### config.mk
export PLATFORM = sky130hd
export DESIGN_NAME = pqa_queue_state
export DESIGN_NICKNAME = d
export VERILOG_FILES = /design/src/hdl/pqa_pkg.sv /design/src/hdl/pqa_queue_state.sv
export SDC_FILE = /design/constraint.sdc
export NUM_CORES = 1
export LEC_CHECK = 0
export ABC_AREA = 0
export BUFFER_PORTS_ARGS = -buffer_cell sky130_fd_sc_hd__buf_2
export CAP_MARGIN = 20
export CORE_AREA = 10 10 140 117
export DETAILED_ROUTE_END_ITERATION = 10
export DIE_AREA = 0 0 150 127
export PLACE_DENSITY = 0.78
export REMOVE_ABC_BUFFERS = 1
export SYNTH_ARGS = -nofsm -noshare
export SYNTH_HDL_FRONTEND = slang
export SYNTH_SLANG_ARGS = --single-unit
### constraint.sdc
create_clock -name clk -period 6.3 [get_ports clk]
set_input_delay 0.63 -clock clk [delete_from_list [all_inputs] [get_ports clk]]
set_output_delay 0.63 -clock clk [all_outputs]
set_load 0.01 [all_outputs]
### src/hdl/pqa_pkg.sv
`default_nettype none

package pqa_pkg;

	localparam int NUM_Q  = 4;
	localparam int QIDX_W = 2;
	localparam int ACT_W  = 2;
	localparam int QN_W   = 3;
	localparam int TAG_W  = 16;
	localparam int TIME_W = 32;
	localparam int STOP_W = 4;
	localparam int STAT_W = 3;
	localparam int SLOT_W = 7;

	localparam int DEF_QUEUE_DEPTH = 64;
	localparam int DEF_TAG_BITS    = 16;

	localparam logic [SLOT_W-1:0] SLOTS_RESET = 7'd2;
	localparam logic [QN_W-1:0]   Q_NONE      = 3'd4;

	typedef enum logic [ACT_W-1:0] {
		ACT_ENQ  = 2'd0,
		ACT_PULL = 2'd1,
		ACT_REL  = 2'd2
	} action_t;

	typedef enum logic [STAT_W-1:0] {
		ST_QUEUED   = 3'd0,
		ST_BAD_Q    = 3'd1,
		ST_NO_SLOT  = 3'd2,
		ST_PULLED   = 3'd3,
		ST_NONE     = 3'd4,
		ST_RELEASED = 3'd5,
		ST_REL_OVF  = 3'd6
	} status_t;

	typedef enum logic {
		FSM_IDLE,
		FSM_EXEC
	} fsm_t;

	// update request from the execute stage to the queue bookkeeping
	typedef struct packed {
		logic              enq;
		logic              rel;
		logic              pop;
		logic [QIDX_W-1:0] q;
	} qs_cmd_t;

	// per-queue status from the queue bookkeeping
	typedef struct packed {
		logic [NUM_Q-1:0] nonempty;
		logic [NUM_Q-1:0] has_free;
		logic [NUM_Q-1:0] not_full;
		logic [NUM_Q-1:0] below_limit;
	} qs_flags_t;

	typedef struct packed {
		logic            got;
		logic            sel_b;
		logic [QN_W-1:0] queue;
	} pick_t;

endpackage

`default_nettype wire

### src/hdl/pqa_queue_state.sv
`default_nettype none

module pqa_queue_state #(
	parameter int QUEUE_DEPTH = pqa_pkg::DEF_QUEUE_DEPTH,
	localparam int PTR_W = $clog2(QUEUE_DEPTH)
) (
	input  logic                                   clk,
	input  logic                                   arst_n,
	input  pqa_pkg::qs_cmd_t                       cmd,
	input  logic                                   cfg_we,
	input  logic [pqa_pkg::SLOT_W-1:0]             cfg_slots,
	output pqa_pkg::qs_flags_t                     flags,
	output logic [pqa_pkg::NUM_Q-1:0][PTR_W-1:0]   head,
	output logic [pqa_pkg::NUM_Q-1:0][PTR_W-1:0]   tail
);

	import pqa_pkg::*;

	localparam int OCC_W = $clog2(QUEUE_DEPTH + 1);

	logic [NUM_Q-1:0][PTR_W-1:0]  head_q;
	logic [NUM_Q-1:0][PTR_W-1:0]  tail_q;
	logic [NUM_Q-1:0][OCC_W-1:0]  occ_q;
	logic [NUM_Q-1:0][SLOT_W-1:0] free_q;
	logic [SLOT_W-1:0]            slots_q;

	function automatic logic [PTR_W-1:0] ptr_inc(input logic [PTR_W-1:0] p);
		return (p == PTR_W'(QUEUE_DEPTH - 1)) ? '0 : p + 1'b1;
	endfunction

	always_ff @(posedge clk or negedge arst_n) begin
		if (!arst_n) begin
			head_q  <= '0;
			tail_q  <= '0;
			occ_q   <= '0;
			free_q  <= {NUM_Q{SLOTS_RESET}};
			slots_q <= SLOTS_RESET;
		end else if (cfg_we) begin
			slots_q <= cfg_slots;
			free_q  <= {NUM_Q{cfg_slots}};
		end else begin
			if (cmd.enq) begin
				free_q[cmd.q] <= free_q[cmd.q] - 1'b1;
				tail_q[cmd.q] <= ptr_inc(tail_q[cmd.q]);
				occ_q[cmd.q]  <= occ_q[cmd.q] + 1'b1;
			end
			if (cmd.rel) begin
				free_q[cmd.q] <= free_q[cmd.q] + 1'b1;
			end
			if (cmd.pop) begin
				head_q[cmd.q] <= ptr_inc(head_q[cmd.q]);
				occ_q[cmd.q]  <= occ_q[cmd.q] - 1'b1;
			end
		end
	end

	always_comb begin
		for (int q = 0; q < NUM_Q; q++) begin
			flags.nonempty[q]    = (occ_q[q] != '0);
			flags.has_free[q]    = (free_q[q] != '0);
			flags.not_full[q]    = (occ_q[q] < OCC_W'(QUEUE_DEPTH));
			flags.below_limit[q] = (free_q[q] < slots_q);
		end
	end

	assign head = head_q;
	assign tail = tail_q;

endmodule

`default_nettype wire

==> impl_metrics.toml <==
[outcome]
status = "completed"

[setup_path]
setup.reg_to_reg.worst_slack_ns = 3.85
worstReg2RegStart = "free_q[7]"
rr_endpoint = "free_q[13]"
timing.critical_path.slowest_cell_delay_ns = 0.78
timing.critical_path.slowest_stage_cell = "mux4_1"
cp-start-kind = "primary input"
worstPathArrival_ns = 3.45
timing.reg2reg.worst_path_depth = 8
crit_required_ns = 6.55
critical-path-top-delay-family = "buffers and inverters"
worstPathCellList = "buf_2 -> buf_4 -> mux4_1 -> or2_1 -> nor4_2 -> xnor2_1 -> a32oi_1 -> o21ai_0 -> nand2_1"
critical_path_capture_point_type = "register"
crit_type = "in -> reg"
critPathBufInv = 2
crit_path_max_fanout = 25

[detailed_routing]
drt-pass1-iter-count = 6
route.antenna.remaining_nets = 0
detailroute.via_count = 5744
drt_drc_violations_left = 0
detail_route.wl_per_cell_um = 19.1
route.detailed.vias_per_inst = 5.96
routed_wl_um = 18400
drt-initial-drc-count = 608

[floorplan]
core_area_mm2 = 0.0138
die_area_mm2 = 0.0191
design.portCount = 79
rows = 39
chipHeight_um = 127
floorplan.die.width_um = 150
start_util_pct = 48.4

[layout]
post_route_cells_drive_above_1_share_pct = 17.5
final_design_area_no_fill_mm2 = 0.00747
design.final.nets = 819
layout.core_utilization_pct = 54.3
n_diodes = 0
fillCellCount = 1238
area.growth.synth_to_final_pct = 12.2

[synth]
synth_area_per_cell_um2 = 9.25
synth_flop_cell = "dfrtp_1"
synth.yosys.seq_area_share_pct = 41.8
synthesis.area_mm2 = 0.00665
synthesized_instance_count = 719
synth.ff_latch_count = 111
synth_top_area_cell = "dfrtp_1"
synthesis.yosys.warnings = 0
synth_top_area_share_pct = 39.9
ys_types = 56
synth.top_cells.by_area = "dfrtp_1 (40%), mux4_2 (7.8%), o21ai_0 (6.1%)"
synth-edff-count = 0
synth.top_cells.by_count = "dfrtp_1 (106), nand2_1 (103), o21ai_0 (81), nor2_1 (78), a21oi_1 (45)"
dominant_cell_by_count_in_the_synthesized_netlist = "dfrtp_1"
async_flop_share_pct = 100

[place]
place_area_mm2 = 0.00712
io_buffers = 78
dpl.hpwl_um = 13300
gp_routability_congestion = 0.961

[sta]
finalClockSkew_ns = 0.0146
slew_headroom_pct = 25.7
timing_worst_slew_pin_value_ns = 1.11
final_min_period_over_clock_period_pct = 50.8
total_count_of_hold_check_failures_in_the_final_report = 0
max_clock_freq_mhz = 312
grt_setup_unrepaired = "no"
finalSetupViolCount = 0
period_needed_ns = 3.20
fin_tns_setup_ns = 0
maxSlewViolCount = 0

[power]
share_comb_of_total_power_pct = 35.4
cellPowerDensity_mw_per_mm2 = 350
power_report.internal_total_uw = 1600
power.static_leakage_uw = 0.00328
ir_worst_vdd_mv = 0.162
total_switching_power_uw = 1010
netSwitchingFraction_pct = 38.5
clock_power_share_pct = 23.2
sequentialPowerShare_pct = 41.4

[clocking]
cts-resized-gates = 0
cts.clk_slew.worst_paths_ns = 0.09
cts.htree.levels = 3
max_clock_buf_depth = 2
numClockSinks = 111
cts-buffers-inserted = 9
post_cts_setup_bufs = 0
cts_hold_buffers = 0
cts_tree = "done"
ctsRootBufferMaster = "clkbuf_16"
clkLatencyLatePin_ns = 0.37

[grt]
grt_use_total_pct = 19.3
overflow = 0
grt_start_max_net_pins = 84
grt_first_pass_wirelength_um = 29600
grt_pass1_vias = 5537
grt_antenna_before_repair = 0

[worst_hold_path]
min_path_type = "in -> async"

[run]
drv.max_cap_violation_count = 0
==> layout make-up <==
class	count	area (um^2)	share of cell area [%]
flip-flops and latches	111	2780	37.3
repair buffers	82	443	5.93
clock inverters	7	91.3	1.22
clock buffers	9	225	3.02
multi-input cells	546	3600	48.3
well taps	184	230	3.08
inverters	24	90.1	1.21
==> cells in the final DEF, fill, tap and decap left out, drive strengths merged, types with 2 or more instances in the layout <==
master / instances
dfstp: 5
o21ai: 81
xnor2: 14
o41ai: 4
inv: 26
or3: 3
o22ai: 2
nor3: 16
o211ai: 2
nor2: 78
xor2: 10
a22oi: 8
nand2b: 12
o22a: 3
a221o: 2
a211oi: 7
buf: 82
nand3: 14
nor2b: 11
and3: 2
a31oi: 4
a21oi: 45
dfrtp: 106
a21o: 8
o2bb2ai: 4
clkbuf: 9
mux4: 26
nor4: 9
or2: 6
o31ai: 10
and2: 10
ha: 30
clkinv: 3
a221oi: 8
nand2: 103
a22o: 3
or4: 2
==> worst max-delay path by stage <==
stage | start | to | slack (ns) | cells after the start
6_report | cmd[0] | occ_q[19] | 3.10 | 9
3_5_place_dp | cmd[0] | occ_q[19] | 2.71 | 9
3_3_place_gp | cmd[0] | occ_q[19] | 2.80 | 9
5_1_grt | cmd[0] | occ_q[19] | 2.92 | 9
2_1_floorplan | cmd[1] | free_q[13] | 3.81 | 8
4_1_cts | cmd[0] | occ_q[19] | 3.09 | 9
==> sequential cells by signal (all words and copies together), names as in the netlist <==
signal	cells
occ_q	28
head	24
free_q	28
tail	24
slots_q	7
==> layer usage <==
layer  up-vias  track usage [%]  share of wire, %
li1       2679                -                 -
met1      2773             27.5                44
met2       270             27.7                44
met3        22             5.61                11
met4         0             5.82               1.6
met5         -                0                 0
==> cells by family after synthesis <==
kind of cell	share of synthesized area, %
multiplexers	8.97
XOR/XNOR	3.16
AND/OR/NAND/NOR	18.4
AO/OA/AOI/OAI	18.0
buffers and inverters	3.99
adder cells (fa/ha/maj)	5.64
flip-flops	41.8
==> power groups by stage <==
stage	clock network, uW	logic (uW)	registers [uW]
2_1_floorplan	0	596	1060
3_3_place_gp	0	890	1080
3_5_place_dp	0	920	1080
4_1_cts	615	922	1070
5_1_grt	644	1040	1100
6_report	606	924	1080
==> worst reg2reg max path, stage by stage, from the launching register on <==
cell,delay (ns)
dfrtp_1,0.42
mux4_2,0.60
ha_1,0.28
nand2_1,0.10
nor3_2,0.05
xnor2_1,0.13
and2_1,0.18
or4_1,0.52
nand3_1,0.10
==> stage by stage <==
stage | power, uW | setup slack [ns] | hold WS, ns | instances
3_5_place_dp | 2000 | 2.71 | 0.488 | 946
3_3_place_gp | 1970 | 2.80 | 0.482 | 946
2_1_floorplan | 1660 | 3.81 | 0.334 | 681
6_report | 2610 | 3.10 | 0.163 | 963
4_1_cts | 2610 | 3.09 | 0.179 | 962
5_1_grt | 2780 | 2.92 | 0.193 | 963
No activity file was read; power rests on OpenSTA's default activity.
