==> src/hdl/pqa_pkg.sv <==
`default_nettype none

package pqa_pkg;

	localparam int NUM_Q  = 4;
	localparam int QIDX_W = 2;
	localparam int ACT_W  = 2;
	localparam int QN_W   = 3;
	localparam int TAG_W  = 16;
	localparam int TIME_W = 32;
	localparam int STOP_W = 4;
	localparam int STAT_W = 3;
	localparam int SLOT_W = 7;

	localparam int DEF_QUEUE_DEPTH = 64;
	localparam int DEF_TAG_BITS    = 16;

	localparam logic [SLOT_W-1:0] SLOTS_RESET = 7'd2;
	localparam logic [QN_W-1:0]   Q_NONE      = 3'd4;

	typedef enum logic [ACT_W-1:0] {
		ACT_ENQ  = 2'd0,
		ACT_PULL = 2'd1,
		ACT_REL  = 2'd2
	} action_t;

	typedef enum logic [STAT_W-1:0] {
		ST_QUEUED   = 3'd0,
		ST_BAD_Q    = 3'd1,
		ST_NO_SLOT  = 3'd2,
		ST_PULLED   = 3'd3,
		ST_NONE     = 3'd4,
		ST_RELEASED = 3'd5,
		ST_REL_OVF  = 3'd6
	} status_t;

	typedef enum logic {
		FSM_IDLE,
		FSM_EXEC
	} fsm_t;

	// update request from the execute stage to the queue bookkeeping
	typedef struct packed {
		logic              enq;
		logic              rel;
		logic              pop;
		logic [QIDX_W-1:0] q;
	} qs_cmd_t;

	// per-queue status from the queue bookkeeping
	typedef struct packed {
		logic [NUM_Q-1:0] nonempty;
		logic [NUM_Q-1:0] has_free;
		logic [NUM_Q-1:0] not_full;
		logic [NUM_Q-1:0] below_limit;
	} qs_flags_t;

	typedef struct packed {
		logic            got;
		logic            sel_b;
		logic [QN_W-1:0] queue;
	} pick_t;

endpackage

`default_nettype wire

==> src/hdl/pqa_pick.sv <==
`default_nettype none

module pqa_pick (
	input  logic                        pair,
	input  logic                        ha,
	input  logic                        hb,
	input  logic                        stop_b,
	input  logic [pqa_pkg::QN_W-1:0]    prev,
	input  logic [pqa_pkg::TIME_W-1:0]  time_a,
	input  logic [pqa_pkg::TIME_W-1:0]  time_b,
	output pqa_pkg::pick_t              pick
);

	import pqa_pkg::*;

	logic [QN_W-1:0] qa;
	logic [QN_W-1:0] qb;

	assign qa = {2'b00, pair};
	assign qb = {2'b01, pair};

	always_comb begin
		pick.got   = ha | hb;
		pick.sel_b = 1'b0;
		pick.queue = qa;
		if (ha && hb) begin
			// older head wins; on a tie, avoid the pair's previous pick
			if (time_a < time_b) begin
				pick.sel_b = 1'b0;
			end else if (time_a > time_b) begin
				pick.sel_b = 1'b1;
			end else begin
				pick.sel_b = (prev == qa);
			end
			pick.queue = pick.sel_b ? qb : qa;
		end else if (ha) begin
			pick.sel_b = 1'b0;
			pick.queue = qa;
		end else begin
			// second queue ready, or nothing ready: record the second queue, or none if stopped
			pick.sel_b = 1'b1;
			pick.queue = (!hb && stop_b) ? Q_NONE : qb;
		end
	end

endmodule

`default_nettype wire

==> config.mk <==
export PLATFORM = sky130hd
export DESIGN_NAME = pqa_pick
export DESIGN_NICKNAME = d
export VERILOG_FILES = /design/src/hdl/pqa_pkg.sv /design/src/hdl/pqa_pick.sv
export SDC_FILE = /design/constraint.sdc
export NUM_CORES = 1
export LEC_CHECK = 0
export BUFFER_PORTS_ARGS = -buffer_cell sky130_fd_sc_hd__buf_4
export CAP_MARGIN = 40
export CORE_MARGIN = 1.5
export CORE_UTILIZATION = 41
export DETAILED_ROUTE_END_ITERATION = 10
export GPL_ROUTABILITY_DRIVEN = 0
export PLACE_DENSITY_LB_ADDON = 0.25
export SYNTH_ARGS = -nofsm -noshare
export SYNTH_HDL_FRONTEND = slang
export SYNTH_SLANG_ARGS = --single-unit
export TNS_END_PERCENT = 50
==> constraint.sdc <==
create_clock -name vclk -period 1.7
set_input_delay 0.255 -clock vclk [all_inputs]
set_output_delay 0.255 -clock vclk [all_outputs]
set_load 0.05 [all_outputs]
==> results of run 1 <==
==> cells by family (layout without fill, tap and decap cells) <==
family / count (synthesis) / in the layout / synth area share
buffers and inverters: 35 / 113 / 0.143
AO/OA/AOI/OAI: 32 / 32 / 0.222
AND/OR/NAND/NOR: 27 / 27 / 0.193
XOR/XNOR: 1 / 1 / 0.00946
adder cells (fa/ha/maj): 32 / 32 / 0.432
==> Yosys cell counts <==
master | number | area share
sky130_fd_sc_hd__a21o_1 | 5 | 0.041
sky130_fd_sc_hd__and4_1 | 4 | 0.038
sky130_fd_sc_hd__inv_1 | 34 | 0.14
sky130_fd_sc_hd__or2_2 | 1 | 0.0068
sky130_fd_sc_hd__a41o_1 | 1 | 0.011
sky130_fd_sc_hd__nand3_1 | 4 | 0.022
sky130_fd_sc_hd__buf_2 | 1 | 0.0054
sky130_fd_sc_hd__nor2b_1 | 1 | 0.0068
sky130_fd_sc_hd__xnor2_1 | 1 | 0.0095
sky130_fd_sc_hd__nor2_1 | 4 | 0.016
sky130_fd_sc_hd__o21ai_1 | 1 | 0.0054
sky130_fd_sc_hd__o22ai_1 | 1 | 0.0068
sky130_fd_sc_hd__o21ai_0 | 2 | 0.011
sky130_fd_sc_hd__nand2_1 | 6 | 0.024
sky130_fd_sc_hd__a41oi_1 | 1 | 0.0095
sky130_fd_sc_hd__o221ai_1 | 1 | 0.0095
sky130_fd_sc_hd__ha_1 | 32 | 0.43
sky130_fd_sc_hd__o21a_1 | 1 | 0.0081
sky130_fd_sc_hd__nand4_2 | 2 | 0.027
sky130_fd_sc_hd__o31ai_1 | 1 | 0.0081
sky130_fd_sc_hd__and2b_2 | 1 | 0.0095
sky130_fd_sc_hd__a21boi_2 | 1 | 0.012
sky130_fd_sc_hd__a21oi_1 | 14 | 0.076
sky130_fd_sc_hd__a211oi_1 | 1 | 0.0081
sky130_fd_sc_hd__nand4_1 | 2 | 0.014
sky130_fd_sc_hd__nor4_4 | 1 | 0.023
sky130_fd_sc_hd__and3_1 | 1 | 0.0068
sky130_fd_sc_hd__o211ai_1 | 2 | 0.016
==> how the worst max path moves through the flow <==
stage | from | slack, ps | to
6_report | time_b[11] | -280 | pick[1]
4_1_cts | time_a[9] | -280 | pick[1]
3_3_place_gp | time_b[10] | -260 | pick[1]
5_1_grt | time_b[9] | -380 | pick[1]
3_5_place_dp | time_b[10] | -300 | pick[1]
2_1_floorplan | time_b[10] | -220 | pick[1]
==> worst min-delay path: stages <==
cell and delay [ps]:
sky130_fd_sc_hd__buf_4 100, sky130_fd_sc_hd__nand3_1 80, sky130_fd_sc_hd__buf_6 160
==> power breakdown <==
part | internal (mW) | switching [mW] | leakage, nW
logic | 0.239 | 0.192 | 0.970
registers | 0 | 0 | 0
clock network | 0 | 0 | 0
==> through the flow <==
| stage | TNS [ps] | hold WS (ps) | worst slack [ps] |
|---|---|---|---|
| floorplan | -473 | 689 | -221 |
| global placement | -480 | 849 | -261 |
| detailed placement | -566 | 859 | -304 |
| CTS | -501 | 854 | -282 |
| global route | -667 | 874 | -377 |
| finish | -509 | 855 | -278 |
==> cell type report <==
cell class	instances	share of cell area
Timing Repair Buffer	79	0.353
Tap cell	28	0.0198
Inverter	34	0.0892
Multi-Input combinational cell	92	0.538
==> cells in the final DEF (no fill, tap or decap), types with 3 or more instances in the layout <==
master	synthesis	layout
sky130_fd_sc_hd__a21o_1	5	5
sky130_fd_sc_hd__a21oi_1	14	14
sky130_fd_sc_hd__and4_1	4	4
sky130_fd_sc_hd__buf_4	0	72
sky130_fd_sc_hd__buf_6	0	6
sky130_fd_sc_hd__ha_1	32	22
sky130_fd_sc_hd__ha_4	0	10
sky130_fd_sc_hd__inv_1	34	25
sky130_fd_sc_hd__inv_2	0	3
sky130_fd_sc_hd__inv_4	0	4
sky130_fd_sc_hd__nand2_1	6	5
sky130_fd_sc_hd__nand3_1	4	4
sky130_fd_sc_hd__nor2_1	4	3
==> what timing repair did <==
action                     CTS  global route
gates resized for setup     12             1
buffers inserted             1             0
pin swaps                    8             1
hold buffers                 0             0
setup endpoints to repair    2             2
==> per-layer routing <==
metal / global-route usage / routed length, um / vias to the layer above
met5: 0 / 0 / -
met4: 0.00450 / 0 / 0
met3: 0.0208 / 188 / 0
met2: 0.485 / 1600 / 51
met1: 0.229 / 1030 / 525
li1: - / - / 605
==> impl_metrics.prom, run 1 <==
# TYPE chip_impl_metric gauge
chip_impl_info{name="critPathLaunchType",value="input port"} 1
chip_impl_info{name="setup.worst_path.end_class",value="primary output"} 1
chip_impl_metric{name="initial_utilization",unit=""} 0.427
chip_impl_metric{name="setup_ws",unit="ps"} -278
chip_impl_info{name="hp-class",value="in -> out"} 1
chip_impl_metric{name="vdd.ir_drop.worst",unit="mV"} 0.168
chip_impl_metric{name="synth_seq_area_share",unit=""} 0
chip_impl_metric{name="wl_per_cell",unit="um"} 12.1
chip_impl_info{name="crit_type",value="in -> out"} 1
chip_impl_metric{name="power_density",unit="nW/um2"} 244
chip_impl_info{name="status",value="finished with violations"} 1
chip_impl_metric{name="number_of_antenna_violations_at_the_first_check_in_global_routing",unit=""} 0
chip_impl_metric{name="drc",unit=""} 0
chip_impl_info{name="hold_path_startpoint",value="ha"} 1
chip_impl_metric{name="seq_cell_count",unit=""} 0
chip_impl_metric{name="die_w",unit="um"} 50.5
chip_impl_metric{name="synthToLayoutAreaGrowth",unit="%"} 90.8
chip_impl_metric{name="layout.filler_cells",unit=""} 124
chip_impl_metric{name="fin_crit",unit="ps"} 1980
chip_impl_metric{name="route.detailed.vias_per_inst",unit=""} 5.07
chip_impl_metric{name="vias",unit=""} 1181
chip_impl_metric{name="leakagePower",unit="nW"} 0.970
chip_impl_metric{name="die_h",unit="um"} 50.5
chip_impl_metric{name="detailed_place_hpwl",unit="um"} 2500
chip_impl_metric{name="syn_area",unit="um2"} 926
chip_impl_metric{name="postRouteWirelength",unit="um"} 2820
chip_impl_metric{name="min_period_over_period",unit=""} 1.16
chip_impl_metric{name="timing.final.setup_violations",unit=""} 2
chip_impl_metric{name="io_buffer_count",unit=""} 76
chip_impl_metric{name="worstPathMaxFanout",unit=""} 3
chip_impl_metric{name="nClkBuffers",unit=""} 0
chip_impl_metric{name="post_dp_cell_area",unit="um2"} 1700
chip_impl_metric{name="report.final.slew_viol_count",unit=""} 0
chip_impl_metric{name="design.portCount",unit=""} 76
chip_impl_metric{name="hold_path_depth",unit=""} 3
chip_impl_metric{name="die_area",unit="um2"} 2550
chip_impl_metric{name="ant_nets",unit=""} 0
chip_impl_metric{name="fmax",unit="MHz"} 506
chip_impl_metric{name="grt_pass1_wl",unit="um"} 4580
chip_impl_metric{name="core_area",unit="um2"} 2170
chip_impl_metric{name="row_cnt",unit=""} 17
chip_impl_metric{name="p_total",unit="uW"} 432
chip_impl_metric{name="register_area",unit="um2"} 0
chip_impl_metric{name="maxCapViolCount",unit=""} 0
chip_impl_metric{name="worstPathArrival",unit="ps"} 1720
chip_impl_info{name="min_delay_worst_endpoint",value="pick[3]"} 1
chip_impl_info{name="violations",value="setup timing"} 1
chip_impl_metric{name="total_non_filler_cell_area_in_the_finished_layout",unit="um2"} 1770
chip_impl_metric{name="relSlewSlack",unit=""} 0.821
chip_impl_metric{name="drt_first_pass_iters",unit=""} 4
chip_impl_metric{name="worst_slew_pin_slew",unit="ps"} 266
chip_impl_info{name="setup_repair_after_global_routing_missed_its_margin",value="true"} 1
chip_impl_info{name="critical-path-top-delay-family",value="simple AND/OR/NAND/NOR gates"} 1
chip_impl_metric{name="maximum_number_of_pins_on_one_net_before_global_route_repair",unit=""} 7
chip_impl_metric{name="avgSynthCellArea",unit="um2"} 7.29
chip_impl_info{name="crit_path_cell_trace",value="buf_6, inv_4, ha_4, nand4_4, nor4_4, a21boi_2, o31ai_2, o211ai_1, buf_4"} 1
chip_impl_metric{name="crit_required",unit="ps"} 1440
chip_impl_metric{name="multi_input_area",unit="um2"} 951
chip_impl_metric{name="track_usage",unit=""} 0.221
chip_impl_metric{name="layoutNonFillerInstCount",unit=""} 233
chip_impl_metric{name="yosysWarnings",unit=""} 0
chip_impl_metric{name="global_route_overflow",unit=""} 0
chip_impl_metric{name="synth.lib_cells_used.distinct",unit=""} 28
chip_impl_metric{name="first_iter_violations",unit=""} 6
chip_impl_metric{name="dp_cells",unit=""} 232
chip_impl_metric{name="num_antenna_cells",unit=""} 0
chip_impl_info{name="slowest_library_cell_on_the_worst_path",value="sky130_fd_sc_hd__nor4_4"} 1
chip_impl_metric{name="syn-instance-count",unit=""} 127
chip_impl_metric{name="hold_viol",unit=""} 0
chip_impl_metric{name="synth_nets",unit=""} 230
chip_impl_metric{name="vias_in_the_first_global_route",unit=""} 1165
chip_impl_metric{name="critical-path-max-stage-delay",unit="ps"} 340
chip_impl_metric{name="final_layout_size_suffix_gt1_frac",unit=""} 0.527
chip_impl_metric{name="timing.critical_path.buf_inv",unit=""} 3
chip_impl_metric{name="number_of_nets_in_the_layout",unit=""} 310
chip_impl_metric{name="path_depth",unit=""} 9
chip_impl_metric{name="finish.utilization",unit=""} 0.814
(Power assumes the default switching activity.)
==> run 2, diff against run 1 <==
- SLEW_MARGIN: unset -> 20
- TNS_END_PERCENT: 50 -> unset
==> impl_metrics.prom, run 2 (synthesis gave the netlist of run 1 again) <==
# TYPE chip_impl_metric gauge
chip_impl_metric{name="synthToLayoutAreaGrowth",unit="%"} 90.8
chip_impl_info{name="setup.worst_path.end_class",value="primary output"} 1
chip_impl_metric{name="wl_per_cell",unit="um"} 12.0
chip_impl_metric{name="num_antenna_cells",unit=""} 0
chip_impl_info{name="status",value="finished with violations"} 1
chip_impl_metric{name="grt_use_met3",unit=""} 0.0208
chip_impl_metric{name="layoutNonFillerInstCount",unit=""} 233
chip_impl_metric{name="vdd.ir_drop.worst",unit="mV"} 0.168
chip_impl_metric{name="dp_cells",unit=""} 232
chip_impl_metric{name="p_total",unit="uW"} 431
chip_impl_metric{name="vias_in_the_first_global_route",unit=""} 1153
chip_impl_metric{name="worstPathMaxFanout",unit=""} 6
chip_impl_metric{name="maxCapViolCount",unit=""} 0
chip_impl_metric{name="design.portCount",unit=""} 76
chip_impl_metric{name="final_layout_size_suffix_gt1_frac",unit=""} 0.527
chip_impl_metric{name="io_buffer_count",unit=""} 76
chip_impl_metric{name="drt_first_pass_iters",unit=""} 5
chip_impl_info{name="hp-class",value="in -> out"} 1
chip_impl_metric{name="fin_crit",unit="ps"} 1970
chip_impl_metric{name="p_int",unit="uW"} 239
chip_impl_metric{name="timing.final.setup_violations",unit=""} 2
chip_impl_metric{name="multi_input_area",unit="um2"} 951
chip_impl_metric{name="place_worst_setup_slack",unit="ps"} -304
chip_impl_metric{name="share_of_total_power_in_the_clock_network",unit=""} 0
chip_impl_metric{name="report.final.slew_viol_count",unit=""} 0
chip_impl_metric{name="detailed_place_hpwl",unit="um"} 2500
chip_impl_metric{name="crit_required",unit="ps"} 1440
chip_impl_metric{name="die_w",unit="um"} 50.5
chip_impl_metric{name="finish.utilization",unit=""} 0.814
chip_impl_metric{name="hold_viol",unit=""} 0
chip_impl_info{name="violations",value="setup timing"} 1
chip_impl_metric{name="critical-path-max-stage-delay",unit="ps"} 250
chip_impl_info{name="layout.cells.most_common",value="sky130_fd_sc_hd__buf_4"} 1
chip_impl_metric{name="power_switching",unit="uW"} 192
chip_impl_metric{name="register_area",unit="um2"} 0
chip_impl_metric{name="grt_pass1_wl",unit="um"} 4550
chip_impl_info{name="critPathLaunchType",value="input port"} 1
chip_impl_metric{name="ant_nets",unit=""} 0
chip_impl_metric{name="fmax",unit="MHz"} 507
chip_impl_metric{name="track_usage",unit=""} 0.219
chip_impl_metric{name="nClkBuffers",unit=""} 0
chip_impl_metric{name="power_density",unit="nW/um2"} 244
chip_impl_metric{name="comb_power_share",unit=""} 1.000
chip_impl_metric{name="vias",unit=""} 1178
chip_impl_metric{name="setup_ws",unit="ps"} -274
chip_impl_metric{name="number_of_nets_in_the_layout",unit=""} 310
chip_impl_metric{name="layout.filler_cells",unit=""} 121
chip_impl_metric{name="number_of_antenna_violations_at_the_first_check_in_global_routing",unit=""} 0
chip_impl_metric{name="maximum_number_of_pins_on_one_net_before_global_route_repair",unit=""} 7
chip_impl_info{name="critical_path.most_common_cell",value="sky130_fd_sc_hd__buf_4"} 1
chip_impl_metric{name="worst_slew_pin_slew",unit="ps"} 266
chip_impl_metric{name="setup_tns",unit="ps"} -503
chip_impl_metric{name="p_sw_frac",unit=""} 0.446
chip_impl_metric{name="use_met2",unit=""} 0.478
chip_impl_metric{name="core_area",unit="um2"} 2170
chip_impl_metric{name="postRouteWirelength",unit="um"} 2810
chip_impl_metric{name="worstPathArrival",unit="ps"} 1720
chip_impl_metric{name="initial_utilization",unit=""} 0.427
chip_impl_metric{name="seq_cell_count",unit=""} 0
chip_impl_metric{name="leakagePower",unit="nW"} 0.970
chip_impl_metric{name="die_area",unit="um2"} 2550
chip_impl_info{name="slowest_library_cell_on_the_worst_path",value="sky130_fd_sc_hd__and4_1"} 1
chip_impl_metric{name="relSlewSlack",unit=""} 0.821
chip_impl_metric{name="die_h",unit="um"} 50.5
chip_impl_metric{name="postCtsHoldBufs",unit=""} 0
chip_impl_metric{name="route.detailed.vias_per_inst",unit=""} 5.06
chip_impl_info{name="grt-busiest-layer",value="met2"} 1
chip_impl_metric{name="min_period_over_period",unit=""} 1.16
chip_impl_metric{name="power_frac_seq",unit=""} 0
chip_impl_metric{name="first_iter_violations",unit=""} 9
chip_impl_metric{name="global_route_overflow",unit=""} 0
chip_impl_info{name="crit_type",value="in -> out"} 1
chip_impl_info{name="layout.cells.most_common_list",value="72 x sky130_fd_sc_hd__buf_4, 25 x sky130_fd_sc_hd__inv_1, 22 x sky130_fd_sc_hd__ha_1"} 1
chip_impl_metric{name="drc",unit=""} 0
chip_impl_info{name="setup_repair_after_global_routing_missed_its_margin",value="true"} 1
chip_impl_metric{name="grtUsageMet1",unit=""} 0.229
chip_impl_info{name="crit_path_cell_trace",value="buf_4, inv_2, ha_4, and4_1, a21oi_1, o221ai_1, o21ai_1, o211ai_1, buf_4"} 1
chip_impl_metric{name="row_cnt",unit=""} 17
==> run 2: layout make-up <==
type,count,area share
multi-input combinational,92,0.538
tap,28,0.0198
timing repair buffer,79,0.353
inverter,34,0.0892
==> run 2: per-layer routing <==
layer,part of all wire,vias up
met1,0.37,524
met5,0,-
met4,0,0
met3,0.066,0
li1,-,605
met2,0.56,49
==> run 2: worst paths after layout <==
| check | from | end | slack, ps | cells after the start |
|---|---|---|---|---|
| setup / recovery | time_b[30] | pick[1] | -270 | 9 |
| hold / removal | ha | pick[3] | 850 | 3 |
==> run 2: what timing repair did <==
item                                    4_1_cts  5_1_grt
endpoints found under the setup margin        2        2
resized for setup                            11        2
pin swaps                                     9        4
setup buffers                                 1        0
==> run 2: power groups by stage <==
stage	clock network, mW	logic [mW]	registers [mW]
floorplan	0	0.211	0
finish	0	0.431	0
global placement	0	0.389	0
detailed placement	0	0.411	0
global route	0	0.475	0
CTS	0	0.426	0
==> run 2: per-stage QoR <==
step	hold slack, ps	area, um2
finish	848	1770
global route	865	1770
CTS	854	1750
detailed placement	859	1700
global placement	849	1700
floorplan	689	1090
==> run 2: worst max-delay path, delay by kind of cell <==
kind	cells	cell delay, ps
compound gates	4	640
fa+ha+maj	1	200
simple gates	1	250
buf+inv	3	380
